<file path="config.mk">
export PLATFORM = sky130hd
export DESIGN_NAME = lroc_front
export DESIGN_NICKNAME = d
export VERILOG_FILES = /design/src/design/lroc_pkg.sv /design/src/design/lroc_front.sv
export SDC_FILE = /design/constraint.sdc
export NUM_CORES = 1
export LEC_CHECK = 0
export BUFFER_PORTS_ARGS = -buffer_cell sky130_fd_sc_hd__buf_2
export CAP_MARGIN = 25
export CORE_MARGIN = 8
export CORE_UTILIZATION = 28
export DETAILED_ROUTE_END_ITERATION = 10
export PLACE_DENSITY = 0.8
export SLEW_MARGIN = 20
export SYNTH_ARGS = -nofsm -noshare
export SYNTH_HDL_FRONTEND = slang
export SYNTH_SLANG_ARGS = --single-unit
</file>
<file path="constraint.sdc">
create_clock -name clk -period 0.8 [get_ports clk]
set_input_delay 0 -clock clk [delete_from_list [all_inputs] [get_ports clk]]
set_output_delay 0 -clock clk [all_outputs]
set_load 0.05 [all_outputs]
</file>
<file path="src/design/lroc_pkg.sv">
// Shared types and constants for the line raster overlap counter.
// No dependencies; used by every module of the block by scoped name.
package lroc_pkg;

  localparam int GRID_DIM = 1024;
  localparam int COORD_W = 10;
  localparam int COUNT_W = 21;
  localparam int GRID_W = $clog2(GRID_DIM);
  localparam int EXT_W = (GRID_W > COORD_W) ? GRID_W : COORD_W;
  localparam int ADDR_W = 2 * GRID_W;
  localparam int CELL_DEPTH = 1 << ADDR_W;
  localparam int Q_DEPTH = 2;
  localparam int QPTR_W = $clog2(Q_DEPTH);
  localparam logic [COUNT_W-1:0] COUNT_MAX = {COUNT_W{1'b1}};

  localparam logic [1:0] KIND_DRAW = 2'd0;
  localparam logic [1:0] KIND_SKIP = 2'd1;
  localparam logic [1:0] KIND_CLEAR = 2'd2;

  typedef logic [COORD_W-1:0] coord_t;

  typedef struct packed {
    logic [1:0] kind;
    coord_t     x_start;
    coord_t     y_start;
    coord_t     x_end;
    coord_t     y_end;
  } job_t;

  typedef struct packed {
    logic full;
    logic empty;
  } q_status_t;

  typedef struct packed {
    logic initializing;
  } back_status_t;

endpackage

</file>
<file path="src/design/lroc_front.sv">
// Front end: takes command words, holds the diagonal mode register and
// classifies each word as draw, skip or clear. Depends on lroc_pkg.
module lroc_front (
  input  logic                  clk,
  input  logic                  rst_n,
  input  logic                  start,
  output logic                  busy,
  input  logic                  in_command,
  input  lroc_pkg::coord_t      in_x_start,
  input  lroc_pkg::coord_t      in_y_start,
  input  lroc_pkg::coord_t      in_x_end,
  input  lroc_pkg::coord_t      in_y_end,
  input  logic                  cfg_wr_en,
  input  logic                  cfg_include_diagonals,
  input  lroc_pkg::q_status_t   q_status,
  input  lroc_pkg::back_status_t back_status,
  output logic                  push,
  output lroc_pkg::job_t        push_job
);

  logic incl_diag_r;
  logic incl_diag_nxt;
  logic straight;

  always_comb begin
    incl_diag_nxt = cfg_wr_en ? cfg_include_diagonals : incl_diag_r;
  end

  always_ff @(posedge clk) begin
    if (!rst_n) begin
      incl_diag_r <= 1'b1;
    end else begin
      incl_diag_r <= incl_diag_nxt;
    end
  end

  assign busy = q_status.full | back_status.initializing;
  assign push = start & ~busy;
  assign straight = (in_x_start == in_x_end) || (in_y_start == in_y_end);

  always_comb begin
    push_job.x_start = in_x_start;
    push_job.y_start = in_y_start;
    push_job.x_end = in_x_end;
    push_job.y_end = in_y_end;
    priority if (in_command) begin
      push_job.kind = lroc_pkg::KIND_CLEAR;
    end else if (incl_diag_r || straight) begin
      push_job.kind = lroc_pkg::KIND_DRAW;
    end else begin
      push_job.kind = lroc_pkg::KIND_SKIP;
    end
  end

endmodule

</file>
; ---- Yosys cells after proc, flatten, opt, wreduce, memory -nomap -nowiden
; Cells that the tools add are included.
[totals]
register_bits = 1
input_bits = 49
out_inout_bits = 44
elab_cells = 10
[classes]
n_eq_ne = 2
muxes = 2
bitwise_logic = 3
reduce_logical = 2
[op_table]
columns = cell, n
row1 = $eq 10x10->1, 2
row2 = $logic_or 1x1->1, 2
row3 = $mux 2, 1
row4 = $and 1x1->1, 1
row5 = $mux 1, 1
row6 = $not 1->1, 1
row7 = $or 1x1->1, 1

; ---- Depth between registers and ports, before layout
[logic_depth]
word_depth = 5
mapped_depth = 4
ltp_nobuf = 4

; ---- Worst setup path before layout
; OpenSTA, ideal clock, no wires.
[synth_path]
kind = reg2out
start = reg incl_diag_r
end = out push_job[40] (netlist bit)
arrival_ps = 1839
t_required_ps = 800
setup_slack_ps = -1039
path_stages_with_launch = 2
n_path_buf = 0
path_cell_list = dfxtp_1 nor4_1
[synth_lines]
columns = item, line_no
row1 = start: declaration, lroc_front.sv:21  ; logic incl_diag_r;
row2 = start signal: assignment, lroc_front.sv:33  ; incl_diag_r <= incl_diag_nxt;
row3 = end: declaration, lroc_front.sv:18  ; output lroc_pkg::job_t push_job

==> impl_metrics.tcl <==
set metrics [dict create \
    hold_ws_ns 0.1620 \
    initial_core_util 0.2957 \
    ir_worst_vdd_v 0.0005993 \
    netlist_top_cells_area "buf_4, xnor2_1, xor2_1" \
    startpoint_type "primary input" \
    slew_headroom 0.8230 \
    rsz0062_at_grt "yes" \
    reg.largest.list "incl_diag_r (1)" \
    p_per_area_nw_per_um2 967.2 \
    synth_fa_ha_area_frac 0 \
    fmax_mhz 1018 \
    yosysWarnings 0 \
    hold_violations 0 \
    die_y_um 61.29 \
    synth_top_area_cell "buf_4" \
    leakage_nw 0.5539 \
    violations "negative setup slack" \
    finalCritPeriodShare 1.228 \
    synth_top_family_by_area "buffers and inverters" \
    hold_buffers 0 \
    crit_path_frequent_cell "buf_6" \
    largest_register "incl_diag_r" \
    antenna_left 0 \
    cpMaxStageDelayCell "nor4_2" \
    syn_area_sq_um 574.3 \
    n_antenna_cell 0 \
    drive_gt1_frac 0.8298 \
    die_width_um 61.29 \
    drt_pass1_iterations 4 \
    slew_violations 0 \
    die_area_sq_um 3756 \
    drc 0 \
    cts.reportedPaths.clkPinSlew_ns 0 \
    crit_chain "buf_6 -> xnor2_2 -> nand4_1 -> nor4_2 -> buf_4 -> nor4_4 -> buf_6" \
    grt.overflow.total 0 \
    rows 16 \
    port_buffers 91 \
    maxCapViolations 0 \
    grt_pass1_wl_mm 3.042 \
    grt_pass1_vias 762 \
    setup_viol 1 \
    synth-xor-area-share 0.3050 \
    syn-instance-count 74 \
    gp_congestion 0.7120 \
    setup_tns_ns -0.1827 \
    post-cts-setup-buffer-count 0 \
    area_growth_syn_to_layout_pct 71.68 \
    grt_max_degree 3 \
    antenna_found_initial 0 \
    fin_crit_ns 0.9827 \
    yosys.area_share.simple 0.1002 \
    ys_types 11 \
    drt_iter0_markers 6 \
    yosysSeqAreaShare 0.03486 \
    criticalPathCategory "in -> out" \
    vias 663 \
    grt_usage 0.1030 \
    setup_ws_ns -0.1827 \
    io_pins 93 \
    synth_top_area_frac 0.5359 \
    status "complete, but fails checks" \
    hp-class "in -> reg" \
    critical_path_required_ns 0.80 \
    slowest_delay_ns 0.29 \
    avgSynthCellArea_sq_um 7.761 \
    synth-compound-area-share 0 \
    endpoint_kind "output port" \
    core_sq_um 1942 \
    synth_seq_cells 1 \
    drt-wirelength-per-cell_um 12.85 \
    vias_per_cell 3.946 \
    synth_fp_nets 123 \
    max_slew.worst_pin.slew_ns 0.2673 \
    wl_mm 2.158 \
    muxShareOfSynthArea 0.01743 \
    insertion_delay_ns 0 \
    path_max_fanout 2 \
    fin_skew_ns 0 \
    arrival_ns 0.98 \
    largest_reg_flops 1 \
    finish.net_count 192 \
]
-- metal layers --
metal	track usage	vias to the layer above	share of wire
met1	0.08665	286	0.32
met5	0	-	0
met4	0.01329	0	0.013
met2	0.2209	46	0.55
met3	0.03758	2	0.12
li1	-	329	-
-- final timing paths --
check	startpoint	end	slack (ns)	cells past startpoint
max	in_y_start[5]	push_job[40]	-0.18	7
min	rst_n	incl_diag_r$_SDFFE_PN1P_	0.16	2
min reg2reg	incl_diag_r$_SDFFE_PN1P_	incl_diag_r$_SDFFE_PN1P_	0.49	2
max reg2reg	incl_diag_r$_SDFFE_PN1P_	incl_diag_r$_SDFFE_PN1P_	0.19	2
-- Yosys cell counts --
| cell type | number |
|---|---|
| or2_2 | 1 |
| inv_1 | 1 |
| buf_4 | 41 |
| nor4_1 | 3 |
| nand4_1 | 4 |
| xnor2_1 | 16 |
| nor2_1 | 1 |
| mux2i_1 | 1 |
| dfxtp_1 | 1 |
| nand2_1 | 1 |
| xor2_1 | 4 |
-- through the flow --
step / instance area (sq um) / total power [W] / util / setup WS (ns) / cells
2_1_floorplan: 598.1 / 0.0007397 / - / -0.1553 / 74
3_3_place_gp: 907.1 / 0.0009105 / 0.4671 / -0.3370 / 168
3_5_place_dp: 907.1 / 0.0009181 / 0.4671 / -0.3282 / 168
4_1_cts: 985.9 / 0.0009614 / 0.5077 / -0.2016 / 168
5_1_grt: 985.9 / 0.0009988 / 0.5077 / -0.2622 / 168
6_report: 985.9 / 0.0009536 / 0.5077 / -0.1827 / 168
-- worst max-delay path, delay by kind of cell --
kind	cells	cell delay (ns)
xor+xnor	1	0.14
buf+inv	3	0.40
simple gates	3	0.44
-- report_power, final --
| group | switching, W | total, W | internal, W | leakage, nW |
|---|---|---|---|---|
| sequential | 0.00000290 | 0.0000576 | 0.0000547 | 0.00796 |
| combinational | 0.000588 | 0.000896 | 0.000308 | 0.546 |
| clock | 0 | 0 | 0 | 0 |
-- cells by family after synthesis --
family                    Yosys count
DFF                                 1
buffers and inverters              42
xor gates and xnor gates           20
muxes                               1
and+or+nand+nor                    10
-- repair_timing --
| item | 4_1_cts | 5_1_grt |
|---|---|---|
| setup endpoints to repair | 1 | 1 |
| pin swaps | 9 | 0 |
| resized for setup | 13 | 0 |
| gates cloned | 0 | 0 |
-- cells in the final DEF, fill, tap and decap left out, drive strengths merged --
| master | synthesis | routed |
|---|---|---|
| or2 | 1 | 1 |
| nor2 | 1 | 1 |
| nand2 | 1 | 1 |
| buf | 41 | 108 |
| dfxtp | 1 | 1 |
| xor2 | 4 | 4 |
| nor4 | 3 | 3 |
| xnor2 | 16 | 16 |
| nand4 | 4 | 4 |
| inv | 1 | 1 |
| mux2i | 1 | 1 |
-- final cells by class --
cell class	instances	area (sq um)
inverters	1	3.754
flip-flops and latches	1	21.27
well taps	27	33.78
repair buffers	108	626.9
fillers	200	955.9
multi-input cells	31	300.3
Power figures use the tool's default switching activity.
