### src/design/lroc_pkg.sv
// Shared types and constants for the line raster overlap counter.
// No dependencies; used by every module of the block by scoped name.
package lroc_pkg;

  localparam int GRID_DIM = 1024;
  localparam int COORD_W = 10;
  localparam int COUNT_W = 21;
  localparam int GRID_W = $clog2(GRID_DIM);
  localparam int EXT_W = (GRID_W > COORD_W) ? GRID_W : COORD_W;
  localparam int ADDR_W = 2 * GRID_W;
  localparam int CELL_DEPTH = 1 << ADDR_W;
  localparam int Q_DEPTH = 2;
  localparam int QPTR_W = $clog2(Q_DEPTH);
  localparam logic [COUNT_W-1:0] COUNT_MAX = {COUNT_W{1'b1}};

  localparam logic [1:0] KIND_DRAW = 2'd0;
  localparam logic [1:0] KIND_SKIP = 2'd1;
  localparam logic [1:0] KIND_CLEAR = 2'd2;

  typedef logic [COORD_W-1:0] coord_t;

  typedef struct packed {
    logic [1:0] kind;
    coord_t     x_start;
    coord_t     y_start;
    coord_t     x_end;
    coord_t     y_end;
  } job_t;

  typedef struct packed {
    logic full;
    logic empty;
  } q_status_t;

  typedef struct packed {
    logic initializing;
  } back_status_t;

endpackage

### src/design/lroc_queue.sv
// Short job queue between front and back ends.
// Depends on lroc_pkg for the job word and queue status types.
module lroc_queue (
  input  logic                clk,
  input  logic                rst_n,
  input  logic                push,
  input  lroc_pkg::job_t      push_job,
  input  logic                pop,
  output lroc_pkg::job_t      pop_job,
  output lroc_pkg::q_status_t status
);

  lroc_pkg::job_t              slot_r [lroc_pkg::Q_DEPTH];
  logic [lroc_pkg::QPTR_W-1:0] wr_ptr_r, wr_ptr_nxt;
  logic [lroc_pkg::QPTR_W-1:0] rd_ptr_r, rd_ptr_nxt;
  logic [lroc_pkg::QPTR_W:0]   cnt_r, cnt_nxt;
  logic                        do_push;
  logic                        do_pop;

  assign status.full = (cnt_r == (lroc_pkg::QPTR_W + 1)'(lroc_pkg::Q_DEPTH));
  assign status.empty = (cnt_r == '0);
  assign do_push = push & ~status.full;
  assign do_pop = pop & ~status.empty;
  assign pop_job = slot_r[rd_ptr_r];

  always_comb begin
    wr_ptr_nxt = do_push ? wr_ptr_r + 1'b1 : wr_ptr_r;
    rd_ptr_nxt = do_pop ? rd_ptr_r + 1'b1 : rd_ptr_r;
    cnt_nxt = cnt_r;
    if (do_push && !do_pop) begin
      cnt_nxt = cnt_r + 1'b1;
    end else if (do_pop && !do_push) begin
      cnt_nxt = cnt_r - 1'b1;
    end
  end

  always_ff @(posedge clk) begin
    if (!rst_n) begin
      wr_ptr_r <= '0;
      rd_ptr_r <= '0;
      cnt_r <= '0;
    end else begin
      wr_ptr_r <= wr_ptr_nxt;
      rd_ptr_r <= rd_ptr_nxt;
      cnt_r <= cnt_nxt;
    end
  end

  always_ff @(posedge clk) begin
    if (do_push) begin
      slot_r[wr_ptr_r] <= push_job;
    end
  end

endmodule

### config.mk
export PLATFORM = sky130hd
export DESIGN_NAME = lroc_queue
export DESIGN_NICKNAME = d
export VERILOG_FILES = /design/src/design/lroc_pkg.sv /design/src/design/lroc_queue.sv
export SDC_FILE = /design/constraint.sdc
export NUM_CORES = 1
export LEC_CHECK = 0
export BUFFER_PORTS_ARGS = -buffer_cell sky130_fd_sc_hd__buf_2
export CAP_MARGIN = 10
export CORE_MARGIN = 2
export CORE_UTILIZATION = 30
export CTS_BUF_LIST = sky130_fd_sc_hd__clkbuf_4
export CTS_CLUSTER_DIAMETER = 60
export DETAILED_ROUTE_END_ITERATION = 16
export HOLD_SLACK_MARGIN = 0.15
export SETUP_SLACK_MARGIN = 0.02
export SYNTH_ARGS = -nofsm -noshare
export SYNTH_HDL_FRONTEND = slang
export SYNTH_SLANG_ARGS = --single-unit
### constraint.sdc
create_clock -name clk -period 5.1 [get_ports clk]
set_input_delay 0.765 -clock clk [delete_from_list [all_inputs] [get_ports clk]]
set_output_delay 0.765 -clock clk [all_outputs]
set_load 0.005 [all_outputs]
# Word level (Yosys, flattened, before mapping)
# Memories as Yosys holds them, arrays and structs flattened. A register that Yosys moved wholly into a read port is not among the register bits.
# Index checks and enable logic that the tools add are counted.
totals:
  mem_bits_rw: 84
  memories: 1
  word_cells: 25
  latch_bits: 0
  out_inout_bits: 44
  mem_bits_ro: 0
  input_bits: 46
  register_bits: 4
memory_table:
  columns: ["name", "depth", "width", "rd", "rd_clocked_by_memory_dff", "write_ports", "line", "text"]
  rows:
  - ["slot_r", 2, 42, 1, 1, 1, "lroc_queue.sv:13", "lroc_pkg::job_t slot_r [lroc_pkg::Q_DEPTH];"]
op_classes:
  div_mod_pow: 0
  order_cmp: 0
  n_reduce_logical: 6
  addsub: 4
  bitwise_logic: 4
  shifts: 0
  muxes: 6
  mul: 0
  n_eq_ne: 1
ops:
  columns: ["cell", "count"]
  rows:
  - ["$mux W1", 4]
  - ["$mux W2", 2]
  - ["$add A1 B1 Y1 const B", 2]
  - ["$add A2 B1 Y2 const B", 1]
  - ["$and A1 B1 Y1", 2]
  - ["$eq A2 B2 Y1 const B", 1]
  - ["$logic_and A1 B1 Y1", 2]
  - ["$logic_not A1 Y1", 2]
  - ["$logic_not A2 Y1", 1]
  - ["$not A1 Y1", 2]
  - ["$reduce_bool A2 Y1", 1]
  - ["$sub A2 B1 Y2 const B", 1]

# Logic depth before layout (Yosys ltp)
# Gate-level depths: netlist of run 1.
depth:
  word_depth: 7
  mapped_depth: 7
  mapped_depth_nobuf: 7

# Worst setup path before layout of run 1
# No wires, ideal clock.
synth_path:
  kind: "input port to flip-flop"
  from: "in push"
  to: "mem slot_r[0][0] in the netlist's numbering (enable)"
  t_arrival_ns: 2.519
  setup_time_ns: 0.436
  stages: 2
  slack_ns: 2.145
  path_cell_list: "inv_1 nor3_2"
synth_via:
  elab_chain_cells: 3
synth_rtl:
  columns: ["element", "line", "text"]
  rows:
  - ["start: declaration", "lroc_queue.sv:6", "input logic push,"]
  - ["$and A1 B1 Y1", "lroc_queue.sv:22", "assign do_push = push & ~status.full;"]
  - ["$mux W1", "lroc_queue.sv:50", "if (do_push) begin"]
  - ["$mux W1 (implied by the code)", "lroc_queue.sv:51", "slot_r[wr_ptr_r] <= push_job;"]
  - ["end: declaration", "lroc_queue.sv:13", null]
# No other way between the ends.

==> summary.txt, run 1 <==
Clocking
  – Post_cts resized: 0
  – Setup Buffers After CTS: 0
  – Clock Sink Count: approximately 90
  – Root buffer cell: clkbuf_4
  – H-tree levels: 3
  – Total CTS buffers: 9
  – Clock Latency Late Sink: 420 ps
  – Reg clk slew, reported paths: 130 ps
  – CTS Hold Buffers Added: 0
  – CTS max path bufs: 2
  – CTS tree: yes

Yosys
  – Share of the synthesized area in the top cell type: slightly below 80%
  – Synth Area in Simple Gates: approximately 1.7%
  – Compound-cell area share of the yosys netlist: less than 1%
  – Total nets after synthesis: approximately 200
  – Synth Instances: between 150 and 200
  – Mux cell area share after synthesis: between 10% and 20%
  – Largest family of logic cells by synthesized area: multiplexers
  – Post-Synth Adder-Cell Area: 0.384%
  – Yosys cell types: 20
  – XOR/XNOR share of the synthesized area: less than 1%
  – Synth Register Bits: 89
  – Register area share after synthesis: 80.6%
  – Area contributors post-synth: edfxtp_1 (78%), mux2_2 (15%), dfxtp_1 (3.1%), buf_2 (0.77%), and2_1 (0.58%)
  – Syn_area_per_cell: between 20 and 25 µm²
  – Synth warn: 0
  – Synth area leader: edfxtp_1
  – Post-Syn Area: between 3000 and 4000 µm²

GRT
  – First-pass GRT wire length: ~8000 µm
  – Number of global-route vias before repair: around 1,700
  – GRT Total Usage: under 10%
  – Initial antenna violation count: 0
  – Largest net degree at the start of global routing: between 40 and 50
  – Overflow after GRT: 0

Detailed routing
  – Vias per cell: roughly 4.2
  – DRT iter0 DRCs: 58
  – Pre-Repair DR Iteration Count: 4
  – Vias: between 1,500 and 2,000
  – Wire per inst: ~14 µm
  – Post-Route WL: about 5500 µm
  – Post-DRT Antenna Nets: 0
  – DR DRC count: 0

Place
  – Placed Cells: between 300 and 400
  – HPWL after DPL: approximately 3500 µm
  – Port Buffer Count: 89
  – GPL Wtd Cong: about 0.64
  – Post-DP Area: a little under 4000 µm²

Timing
  – RSZ-0062 raised after global routing: no
  – Setup TNS Final: 0 ps
  – Final Critical Period: between 2000 and 3000 ps
  – Tcrit/Tclk final: between 50% and 60%
  – Slew headroom: between 20% and 30%
  – Final Hold Vio Count: 0
  – Final setup viols: 0
  – Worst-margin pin slew: ~1100 ps
  – Fmax: 362 MHz
  – Max-slew violation count: 0
  – Clk_skew: around 12 ps

Worst setup path
  – Reg2reg end: slot_r[1][12]
  – Flop2flop setup slack: ~3200 ps
  – FF-to-FF path depth: 2
  – CP Launch Type: register
  – R2R Path Start: cnt_r[0]
  – Setup crit end kind: output pin
  – CP Data Arrival Time: about 2000 ps
  – Worst Path Required: ~4300 ps
  – Crit-path max FO: 42
  – Crit Path Category: register to output pin

Layout
  – Share of cells above drive strength 1: about three fifths
  – ANT cells: 0
  – Final cell count without fillers: just under 400
  – Multi-input gate area: 607 µm²
  – Syn-to-layout area delta: 22.6%
  – Sequential cell area: about 2600 µm²
  – Fill cells: 1,024
  – Fin area: ~4000 µm²
  – Nets: 299

Hold path
  – Worst hold endpoint: slot_r[1][22]
  – Worst hold stages: 1
  – HP Start: push_job[22]
  – Hold Path Class: primary input to register

Power and ir drop
  – Pwr Total: roughly 1.8 mW
  – Peak VDD IR: between 200 and 300 µV
  – Leakage: between 1 and 1.5 nW
  – PwrDens: 440 nW/µm²

Floorplanning
  – Chip width: 108 µm
  – # IOs: 90
  – Die area: ~12,000 µm²
  – Starting Density: 30.4%
  – Die Ht: about 110 µm
  – Core area: approximately 11,000 µm²
  – Row cnt: 38

Status
  – Status: finished, final reports clean

Flow run
  – MaxCap Viol Count: 0
==> registers in the layout, summed over array words and instances, names as in the netlist, named ones only <==
name / cells
wr_ptr_r: 1
rd_ptr_r: 1
slot_r: 84
cnt_r: 2
==> per-stage QoR <==
stage / utilization, % / worst slack (ps) / hold WS (ps)
detailed placement: 36.1 / 2740 / 519
global placement: 36.1 / 2720 / 499
CTS: 37.3 / 2210 / 474
global route: 37.3 / 2140 / 471
floorplan: - / 2150 / 483
finish: 37.3 / 2330 / 518
==> how the worst max path moves through the flow <==
| stage | start | to | slack, ps |
|---|---|---|---|
| global placement | register | pop_job[2] | 2720 |
| finish | register | pop_job[2] | 2330 |
| detailed placement | register | pop_job[2] | 2740 |
| CTS | register | pop_job[2] | 2210 |
| floorplan | push | slot_r[0][0] | 2150 |
| global route | register | pop_job[19] | 2140 |
==> cell usage after synthesis <==
cell and number:
inv_1 1, o21ai_0 1, o21a_1 1, nor2_1 2
o21ai_1 1, inv_2 1, a21boi_1 1, ha_1 1
nand2b_1 1, dfxtp_1 5, mux2_2 42, nor3_2 1
and3_1 1, buf_2 5, xor2_1 1, a21boi_0 1
xnor2_1 2, edfxtp_1 84, and2_1 3, or3_1 1
==> layout by cell type, fill, tap and decap left out, drive strengths merged <==
master,Yosys,layout
xnor2,2,2
o21ai,2,2
dfxtp,5,5
nand2b,1,1
xor2,1,1
clkbuf,0,10
ha,1,1
o21a,1,1
clkinv,0,4
nor3,1,1
bufinv,0,1
a21boi,2,2
and3,1,1
inv,2,2
or3,1,1
edfxtp,84,84
and2,3,3
nor2,2,2
buf,5,90
mux2,42,42
==> worst max-delay path, cell delays in order, from the launching register on <==
cell and delay, ps:
dfxtp_2 1010, mux2_2 430, buf_2 130
==> cell families after synthesis <==
family / Yosys count
AO/OA/AOI/OAI: 5
multiplexers: 42
AND/OR/NAND/NOR: 9
adder cells (fa/ha/maj): 1
flip-flops: 89
buffers and inverters: 7
XOR/XNOR: 3
==> cell type report <==
type / instances / area share (%)
clock buffer: 10 / 1.88
timing repair buffer: 90 / 11.4
multi-input combinational: 60 / 15.2
inverter: 2 / 0.188
clock inverter: 5 / 1.19
tap: 140 / 4.39
sequential: 89 / 65.8
==> power by group <==
group	internal (mW)	leakage [nW]	switching (mW)
combinational	0.232	0.571	0.170
sequential	0.920	0.826	0.0727
clock	0.148	0.0711	0.212
==> routing by layer <==
layer	GRT usage (%)	vias to the layer above	part of all wire (%)
met3	3.32	10	6.1
met2	16.4	47	53
met4	6.04	0	2.5
met1	9.84	821	39
met5	0	-	0
li1	-	796	-
Note: power is estimated with default switching activity, not from simulation.
==> run 2: changes to the inputs <==
==> constraint.sdc (replaced) <==
create_clock -name clk -period 2.5 [get_ports clk]
set_input_delay 0.375 -clock clk [delete_from_list [all_inputs] [get_ports clk]]
set_output_delay 0.375 -clock clk [all_outputs]
set_load 0.005 [all_outputs]
==> summary.txt, run 2 (synthesis results as in run 1) <==
Worst setup path
  – Flop2flop setup slack: just over 900 ps
  – CP Data Arrival Time: between 1500 and 2000 ps
  – Crit Path Category: register to output pin
  – Setup crit end kind: output pin
  – Worst Path Required: between 2000 and 2500 ps
  – CP Launch Type: register
  – FF-to-FF path depth: 6
  – Crit-path max FO: 18

Power and ir drop
  – Leakage: 1.70 nW
  – Peak VDD IR: approximately 510 µV
  – PwrDens: about 900 nW/µm²

Layout
  – Syn-to-layout area delta: 39.0%
  – Biggest registers after layout: slot_r x84, cnt_r x2
  – Final cell count without fillers: 444
  – Fin util: between 40% and 50%
  – Share of cells above drive strength 1: around half
  – Biggest register: slot_r
  – Commonest non-fill, non-tap cell in the layout: buf_2
  – Max reg flops: between 80 and 90
  – Most frequent cells in the layout: buf_2 (89), edfxtp_1 (84), mux2_2 (42), dlygate4sd3_1 (42), clkbuf_4 (9)
  – Nets: 346
  – ANT cells: 0

Timing
  – Worst Slack Setup Final: 261 ps
  – Max-slew violation count: 0
  – Final Critical Period: approximately 2200 ps
  – Final setup viols: 0
  – Final Hold Vio Count: 0
  – Slew headroom: around 72%
  – RSZ-0062 raised after global routing: no
  – Setup TNS Final: 0 ps
  – Tcrit/Tclk final: roughly nine tenths
  – Clk_skew: 14.7 ps
  – Worst-margin pin slew: roughly 420 ps
  – Fmax: 447 MHz

Detailed routing
  – DRT iter0 DRCs: 52
  – DR DRC count: 0
  – Post-Route WL: 5610 µm
  – Post-DRT Antenna Nets: 0
  – Wire per inst: between 10 and 15 µm
  – Pre-Repair DR Iteration Count: 4
  – Vias per cell: 4.11
  – Vias: about 1,800

Clocking
  – Reg clk slew, reported paths: between 100 and 150 ps
  – CTS max path bufs: 2
  – Clock Latency Late Sink: between 400 and 500 ps
  – Root buffer cell: clkbuf_4
  – Post_cts resized: 0
  – CTS Hold Buffers Added: between 40 and 50
  – Setup Buffers After CTS: 0
  – CTS tree: yes
  – Clock Sink Count: 89
  – H-tree levels: 3
  – Total CTS buffers: 9

Place
  – GPL Wtd Cong: 0.642
  – Port Buffer Count: 89
  – HPWL after DPL: roughly 3600 µm
  – Pre-CTS setup slack: 658 ps
  – Placed Cells: ~390

Floorplanning
  – # IOs: 90
  – Die Ht: 108 µm
  – Starting Density: 30.4%
  – Die area: roughly 12,000 µm²
  – Chip width: between 100 and 150 µm
  – Core area: 10,700 µm²
  – Row cnt: 38

GRT
  – First-pass GRT wire length: between 8000 and 9000 µm
  – Initial antenna violation count: 0
  – GRT Total Usage: between 9 and 10%
  – Overflow after GRT: 0
  – Largest net degree at the start of global routing: 23
  – Number of global-route vias before repair: 1,821

Status
  – Status: finished, final reports clean

Flow run
  – MaxCap Viol Count: 0

Hold path
  – Worst hold stages: 2
  – Hold Path Class: primary input to register
==> run 2: changes by cell type in the layout (fill, tap and decap cells not counted) <==
cell / previous run / this run
bufinv_16: 1 / 4
buf_4: 1 / 6
clkbuf_4: 10 / 9
dlygate4sd3_1: 0 / 42
clkinv_2: 2 / 1
==> run 2: worst max-delay path, stage by stage (launching register included) <==
cell     delay [ps]
dfxtp_2         620
buf_4           330
mux2_2          370
buf_2           130
==> run 2: cell type report <==
type | instances | area, µm²
clock buffers | 9 | 67.6
clock inverters | 7 | 133
fillers | 1018 | 6170
inverters | 2 | 7.51
multi-input cells | 60 | 607
flip-flops and latches | 89 | 2620
well taps | 140 | 175
repair buffers | 137 | 911
==> run 2: routing by layer <==
| metal | global-route usage [%] | vias up | share of wire (%) |
|---|---|---|---|
| li1 | - | 888 | - |
| met1 | 10.6 | 873 | 42 |
| met2 | 17.3 | 52 | 50 |
| met3 | 3.62 | 11 | 6.2 |
| met4 | 4.67 | 0 | 1.8 |
| met5 | 0 | - | 0 |
==> run 2: power breakdown <==
part / internal (mW) / switching [mW] / total (mW) / leakage (nW)
clock: 0.599 / 0.443 / 1.04 / 0.105
combinational: 0.538 / 0.422 / 0.959 / 0.772
sequential: 1.87 / 0.0934 / 1.97 / 0.826
total: 3.01 / 0.958 / 3.97 / 1.70
==> run 2: final timing paths <==
kind                                     to  startpoint
worst max register to register     cnt_r[1]    cnt_r[0]
worst min register to register     cnt_r[1]    cnt_r[1]
worst min-delay path               register       rst_n
worst max-delay path            pop_job[33]    register
==> run 2: per-stage QoR <==
step,hold WS [ps],total power [mW],cell area (µm²)
after global routing,171,4.20,4520
after global placement,510,2.93,3900
after CTS,177,4.05,4520
final,218,3.97,4520
after detailed placement,513,2.94,3900
after floorplan,474,2.54,3260
==> run 3: changes to the inputs <==
--- a/config.mk
+++ b/config.mk
@@ -8,11 +8,12 @@
 export BUFFER_PORTS_ARGS = -buffer_cell sky130_fd_sc_hd__buf_2
 export CAP_MARGIN = 10
 export CORE_MARGIN = 2
-export CORE_UTILIZATION = 30
+export CORE_UTILIZATION = 48
 export CTS_BUF_LIST = sky130_fd_sc_hd__clkbuf_4
 export CTS_CLUSTER_DIAMETER = 60
 export DETAILED_ROUTE_END_ITERATION = 16
 export HOLD_SLACK_MARGIN = 0.15
+export PLACE_DENSITY = 0.77
 export SETUP_SLACK_MARGIN = 0.02
 export SYNTH_ARGS = -nofsm -noshare
 export SYNTH_HDL_FRONTEND = slang
==> constraint.sdc (replaced) <==
create_clock -name clk -period 2.5 [get_ports clk]
set_input_delay 0.5 -clock clk [delete_from_list [all_inputs] [get_ports clk]]
set_output_delay 0.5 -clock clk [all_outputs]
set_load 0.005 [all_outputs]
==> summary.txt, run 3 (synthesis results as in run 1) <==
Worst setup path
  – R2R Path Start: cnt_r[0]
  – FF-to-FF path depth: 6
  – Crit Path Category: register to output pin
  – Reg2reg end: cnt_r[1]
  – Worst Path Required: around 2000 ps
  – CP Data Arrival Time: 1620 ps
  – Crit-path max FO: 37
  – Setup crit end kind: output pin
  – CP Launch Type: register
  – Flop2flop setup slack: around 840 ps

Timing
  – Final setup viols: 0
  – Clk_skew: ~16 ps
  – Setup TNS Final: 0 ps
  – Fmax: ~470 MHz
  – Max-slew violation count: 0
  – Tcrit/Tclk final: 84.8%
  – Worst-margin pin slew: roughly 360 ps
  – Slew headroom: between 70% and 80%
  – Final Hold Vio Count: 0
  – RSZ-0062 raised after global routing: no
  – Final Critical Period: 2120 ps

Detailed routing
  – Vias: ~1,700
  – DR DRC count: 0
  – Vias per cell: 5.00
  – Pre-Repair DR Iteration Count: 4
  – Wire per inst: 16.0 µm
  – DRT iter0 DRCs: 97
  – Post-Route WL: ~5400 µm
  – Post-DRT Antenna Nets: 0

GRT
  – Number of global-route vias before repair: ~1,700
  – Overflow after GRT: 0
  – Largest net degree at the start of global routing: between 40 and 50
  – Initial antenna violation count: 0
  – First-pass GRT wire length: 8360 µm
  – GRT Total Usage: 15.1%

Floorplanning
  – Starting Density: 48.7%
  – # IOs: 90
  – Chip width: 86.3 µm
  – Die Ht: 86.3 µm
  – Die area: 7450 µm²
  – Core area: about 6700 µm²
  – Row cnt: 30

Layout
  – Commonest non-fill, non-tap cell in the layout: buf_2
  – Most frequent cells in the layout: buf_2 (89), edfxtp_1 (84), mux2_2 (42)
  – Sequential cell area: between 2000 and 3000 µm²
  – Biggest registers after layout: slot_r x84, cnt_r x2
  – Syn-to-layout area delta: 22.6%
  – Fin area: roughly 4000 µm²
  – Max reg flops: 84
  – Biggest register: slot_r
  – Fin util: around 60%
  – Fill cells: slightly above 500
  – ANT cells: 0
  – Nets: 302
  – Share of cells above drive strength 1: between 50% and 60%
  – Multi-input gate area: around 610 µm²

Clocking
  – Clock Latency Late Sink: around 430 ps
  – Clock Sink Count: 89
  – CTS Hold Buffers Added: 0
  – Root buffer cell: clkbuf_4
  – Reg clk slew, reported paths: approximately 150 ps
  – CTS max path bufs: 2
  – Total CTS buffers: 9
  – H-tree levels: 3
  – Setup Buffers After CTS: 0
  – Post_cts resized: 0
  – CTS tree: yes

Power and ir drop
  – Leakage: 1.50 nW
  – PwrDens: between 900 and 1000 nW/µm²
  – Peak VDD IR: 532 µV

Place
  – HPWL after DPL: ~3500 µm
  – GPL Wtd Cong: 0.668
  – Post-DP Area: about 3800 µm²
  – Port Buffer Count: between 80 and 90

Hold path
  – Worst hold stages: 1
  – HP Start: push_job[23]
  – Hold Path Class: primary input to register
  – Worst hold endpoint: slot_r[0][23]

Status
  – Status: finished, final reports clean

Flow run
  – MaxCap Viol Count: 0
## run 3: cell count changes in the layout (fill, tap and decap cells not counted), sizes merged
cell / previous run / this run
dlygate4sd3: 42 / 0
bufinv: 4 / 1
clkinvlp: 0 / 2
clkinv: 3 / 0
inv: 2 / 6
buf: 95 / 93
## run 3: area by class of cell
cell class | count | share of cell area [%]
sequential | 89 | 65.7
clock inverter | 7 | 2.13
clock buffer | 9 | 1.69
timing repair buffer | 93 | 12.5
multi-input combinational | 60 | 15.2
tap | 80 | 2.51
inverter | 2 | 0.188
## run 3: layer usage
layer | vias to the layer above | GRT usage (%) | part of all wire, %
met4 | 0 | 8.10 | 1.4
met5 | - | 0 | 0
met2 | 52 | 25.4 | 52
met3 | 7 | 4.00 | 5.5
met1 | 828 | 17.7 | 41
li1 | 812 | - | -
## run 3: stage by stage
step                      hold slack (ps)  setup WS, ps  power (mW)  cells
after floorplan                       483           452        2.54    156
after global routing                  204           274        3.92    340
after detailed placement              551           795        2.95    324
final                                 243           380        3.73    340
after CTS                             210           333        3.78    340
after global placement                506           841        2.92    324
## run 3: worst max path at each step
stage | from | end | slack [ps] | cells past startpoint
2_1_floorplan | cnt_r[0] | slot_r[0][0] | 450 | 3
3_3_place_gp | register | pop_job[35] | 840 | 3
3_5_place_dp | push | cnt_r[1] | 790 | 6
4_1_cts | register | pop_job[19] | 330 | 3
5_1_grt | register | pop_job[19] | 270 | 3
6_report | register | pop_job[19] | 380 | 3
## run 3: critical path: stages (launching register included)
cell	delay (ps)
dfxtp_2	440
buf_12	240
mux2_2	380
buf_2	130
## run 3: where the power goes
group / switching, mW / internal (mW)
sequential: 0.0728 / 1.87
clock: 0.512 / 0.325
combinational: 0.440 / 0.507
